File: config.mk
export PLATFORM = sky130hd
export DESIGN_NAME = rita_ram
export DESIGN_NICKNAME = d
export VERILOG_FILES = /design/src/rtl/rita_ram.sv
export SDC_FILE = /design/constraint.sdc
export NUM_CORES = 1
export LEC_CHECK = 0
export BUFFER_PORTS_ARGS = -buffer_cell sky130_fd_sc_hd__clkbuf_2
export CAP_MARGIN = 20
export CORE_ASPECT_RATIO = 1.1
export CORE_MARGIN = 2
export CORE_UTILIZATION = 60
export CTS_CLUSTER_DIAMETER = 50
export CTS_CLUSTER_SIZE = 24
export DETAILED_ROUTE_END_ITERATION = 8
export HOLD_SLACK_MARGIN = 0.1
export PLACE_DENSITY = 0.78
export SLEW_MARGIN = 10
export SYNTH_ARGS = -nofsm -noshare
export SYNTH_HDL_FRONTEND = slang
export SYNTH_SLANG_ARGS = --single-unit
File: constraint.sdc
create_clock -name clk_i -period 2.69 [get_ports clk_i]
set_input_delay 0.538 -clock clk_i [delete_from_list [all_inputs] [get_ports clk_i]]
set_output_delay 0.538 -clock clk_i [all_outputs]
set_load 0.02 [all_outputs]
File: src/rtl/rita_ram.sv
// Generic single-port-write, single-port-read RAM with registered read data.
// Read data holds until the next read enable. No dependencies.
module rita_ram #(
  parameter int unsigned WIDTH = 8,
  parameter int unsigned DEPTH = 16
) (
  input  logic                     clk_i,
  input  logic                     we_i,
  input  logic [$clog2(DEPTH)-1:0] waddr_i,
  input  logic [WIDTH-1:0]         wdata_i,
  input  logic                     re_i,
  input  logic [$clog2(DEPTH)-1:0] raddr_i,
  output logic [WIDTH-1:0]         rdata_o
);

  logic [WIDTH-1:0] mem_q [DEPTH];
  logic [WIDTH-1:0] rdata_q;

  always_ff @(posedge clk_i) begin
    if (we_i) begin
      mem_q[waddr_i] <= wdata_i;
    end
  end

  always_ff @(posedge clk_i) begin
    if (re_i) begin
      rdata_q <= mem_q[raddr_i];
    end
  end

  assign rdata_o = rdata_q;

endmodule

* Word-level counts from Yosys, hierarchy flattened
Memories as Yosys holds them, arrays and structs flattened. A register that Yosys moved wholly into a read port is not among the register bits.
Cells that the tools add are included.
** Storage, ports and cells
- Bits in registers :: 0
- Bits in writable memories :: 128
- Bits of input ports :: 19
- Output and inout port bits :: 8
- Logic and storage cells :: 3
- Memories kept :: 1
** Memory list
- mem_q :: depth 16, width 8, rd ports 1, clocked after Yosys merged registers in 1, write ports 1, line 16 : logic [WIDTH-1:0] mem_q [DEPTH];
** Operators by class
- Multiplexer cells :: 2
** Operator list (count)
- 1-bit two-way mux :: 2

* Depth between registers and ports, before layout
- Word-level depth :: 2
- Depth in mapped cells :: 5
- Depth with buffers taken out :: 3

* Least setup slack after synthesis
No wires, ideal clock.
- Kind :: input to register
- Start :: in waddr_i[2]
- End :: mem mem_q[0][0] (enable)
- Library setup time :: 383 ps
- Arrival time :: 1648 ps
- Required time :: 2307 ps
- Slack :: 659 ps
- Stages :: 2
- Path buffers :: 0
- Cells stage by stage :: or3b_2 nor3_1
** RTL lines
- from (decl) :: line 9 : input logic [$clog2(DEPTH)-1:0] waddr_i,
- to (decl) :: line 16
No word-level cell before the write port.

==> impl_metrics.ini <==
[drt]
via_count = 2552
wirelength_um = 10200
viasPerCell = 6.25
ant_nets = 0
avgRoutedWirePerCell_um = 25.1
drtIter0Drc = 286
drt_first_pass_iters = 6
drc_errors = 0

[global_routing]
grt_util_met3_pct = 6.64
met1_usage_pct = 32.5
antenna_found_initial = 0
gr-usage-met2_pct = 38.7
grt_pass1_vias = 2588
gr-total-overflow = 0
top_usage_layer = met2
grt_pass1_wl_um = 15500
grt_use_total_pct = 24.1
grt_max_degree = 33

[synth]
synth.yosys.seq_area_share_pct = 78.1
avgSynthCellArea_um2 = 22.8
ys_seq_elements = 136
syn_nets = 248
synth_warnings = 0
synth.cell_area_um2 = 5230
syn_inst = 229
yosysUniqueCellTypes = 18

[layout]
nNetsFinal = 303
nFillCells = 495
diodes = 0
area_growth_pct = 17.9
final_core_util_pct = 73.3
area.sequential_um2 = 4080
drive_gt1_share_pct = 32.7
multi_input_area_um2 = 1060

[clock_network]
clock_path_buffers = 2
ctsResizeCount = 0
numCtsBuffers = 17
htree_levels = 4
clk_pin_slew_worst_paths_ns = 0.06
cts.sinks = 136
clk_root_buffer_cell = clkbuf_8
cts_tree = built
cts_hold_buffers = 0
clock_latency_ns = 0.51
cts_setup_buffers = 0

[timing]
report.final.slew_viol_count = 0
worst_pin_slew_ns = 0.746
fin_ws_ns = 1.01
rsz0062_at_grt = no
min_period_ns = 1.68
slew_headroom_pct = 50.2
hold_violations = 0
final-setup-viol-count = 0
fmax_ghz = 0.594
fin_skew_ns = 0.00630
period_share_pct = 62.6
setup-tns-final_ns = 0

[floorplanning]
die_h_um = 102
io-pin-count = 27
start_util_pct = 62.2
die_w_um = 93.0
dieArea_um2 = 9480
rows = 35
core-area_um2 = 8410

[worst_setup_path]
cp_max_fo = 16
r2r-start = mem_q[0][1]
cp.arrival_ns = 1.93
cp-start-kind = primary input
crit_type = in2reg
crit_path_start = raddr_i[1]
cp-end-kind = flop
crit_required_ns = 2.93

[power]
peakVddDrop_uv = 652
power_density_nw_per_um2 = 798
total_power_mw = 4.91
leakage_nw = 2.11

[placement]
place_ws_ns = 0.515
io_buffers = 26
dp_hpwl_um = 6020
gp_congestion = 0.745

[hold_path]
hp-class = in2reg
holdCritStartpoint = wdata_i[3]

[outcome]
status = completed

[job]
max_cap_violations = 0
-- state kept, by name, summed over array words and instances, names as in the netlist --
name     flops
rdata_o      8
mem_q      128
-- through the flow --
stage	area, µm²	instances	hold WS, ns
2_1_floorplan	5230	229	0.637
3_3_place_gp	5570	376	0.727
3_5_place_dp	5570	376	0.731
4_1_cts	6160	408	0.435
5_1_grt	6160	408	0.437
6_report	6160	408	0.452
-- worst max-delay path, cell delays in order --
cell	delay (ns)
clkbuf_2	0.38
buf_4	0.30
mux4_1	0.35
a22oi_1	0.23
nand2_1	0.12
-- synth_stat cells (all sizes together) --
cell type | n | area [µm²]
nand2 | 9 | 33.8
nand2b | 2 | 12.5
a22oi | 16 | 120
nor3 | 4 | 20.0
mux4 | 32 | 773
nand3 | 1 | 5.00
nand3b | 2 | 15.0
buf | 7 | 56.3
nor2b | 1 | 6.26
edfxtp | 136 | 4080
or3b | 1 | 8.76
nor2 | 13 | 48.8
and2 | 1 | 6.26
and2b | 1 | 7.51
clkdlybuf4s25 | 3 | 30.0
-- metal layers --
layer / wire [µm] / share of wire [%] / vias to the layer above
met5: 0 / 0 / -
met4: 231 / 2.3 / 0
met3: 839 / 8.2 / 20
met2: 5170 / 50 / 151
met1: 4010 / 39 / 1285
li1: - / - / 1096
-- final timing paths --
check	to	slack [ns]	cells past startpoint
setup / recovery	rdata_o[1]	1.01	5
hold / removal	mem_q[5][3]	0.45	1
setup reg to reg	rdata_o[1]	1.09	3
hold reg to reg	rdata_o[6]	0.74	3
-- cells by family (layout without fill, tap and decap cells) --
| group | Yosys count | count (layout) | share of synthesized area (%) |
|---|---|---|---|
| multiplexers | 32 | 32 | 14.8 |
| flip-flops | 136 | 136 | 78.1 |
| AND/OR/NAND/NOR | 35 | 35 | 3.14 |
| buffers and inverters | 10 | 78 | 1.65 |
| AO/OA/AOI/OAI | 16 | 16 | 2.30 |
-- power breakdown --
group	internal [mW]	leakage (nW)	switching, mW	total (mW)
Sequential	2.39	1.24	0.0145	2.40
Clock	1.41	0.281	0.872	2.29
Combinational	0.0912	0.589	0.134	0.226
Total	3.89	2.11	1.02	4.91
-- final cells by class --
cell class	count	area share, %
clock inverters	15	2.84
multi-input cells	83	17.2
well taps	111	2.25
clock buffers	17	6.72
repair buffers	46	4.75
flip-flops and latches	136	66.3
-- layout by cell type, fill, tap and decap left out, drive strengths merged --
cell,synthesis,routed
edfxtp,136,136
clkbuf,0,43
mux4,32,32
buf,7,20
a22oi,16,16
nor2,13,13
nand2,9,9
nor3,4,4
clkinv,0,4
clkinvlp,0,4
inv,0,4
bufinv,0,3
nand3b,2,2
nand2b,2,2
nor2b,1,1
and2,1,1
and2b,1,1
nand3,1,1
or3b,1,1
Note: power is estimated with default switching activity, not from simulation.
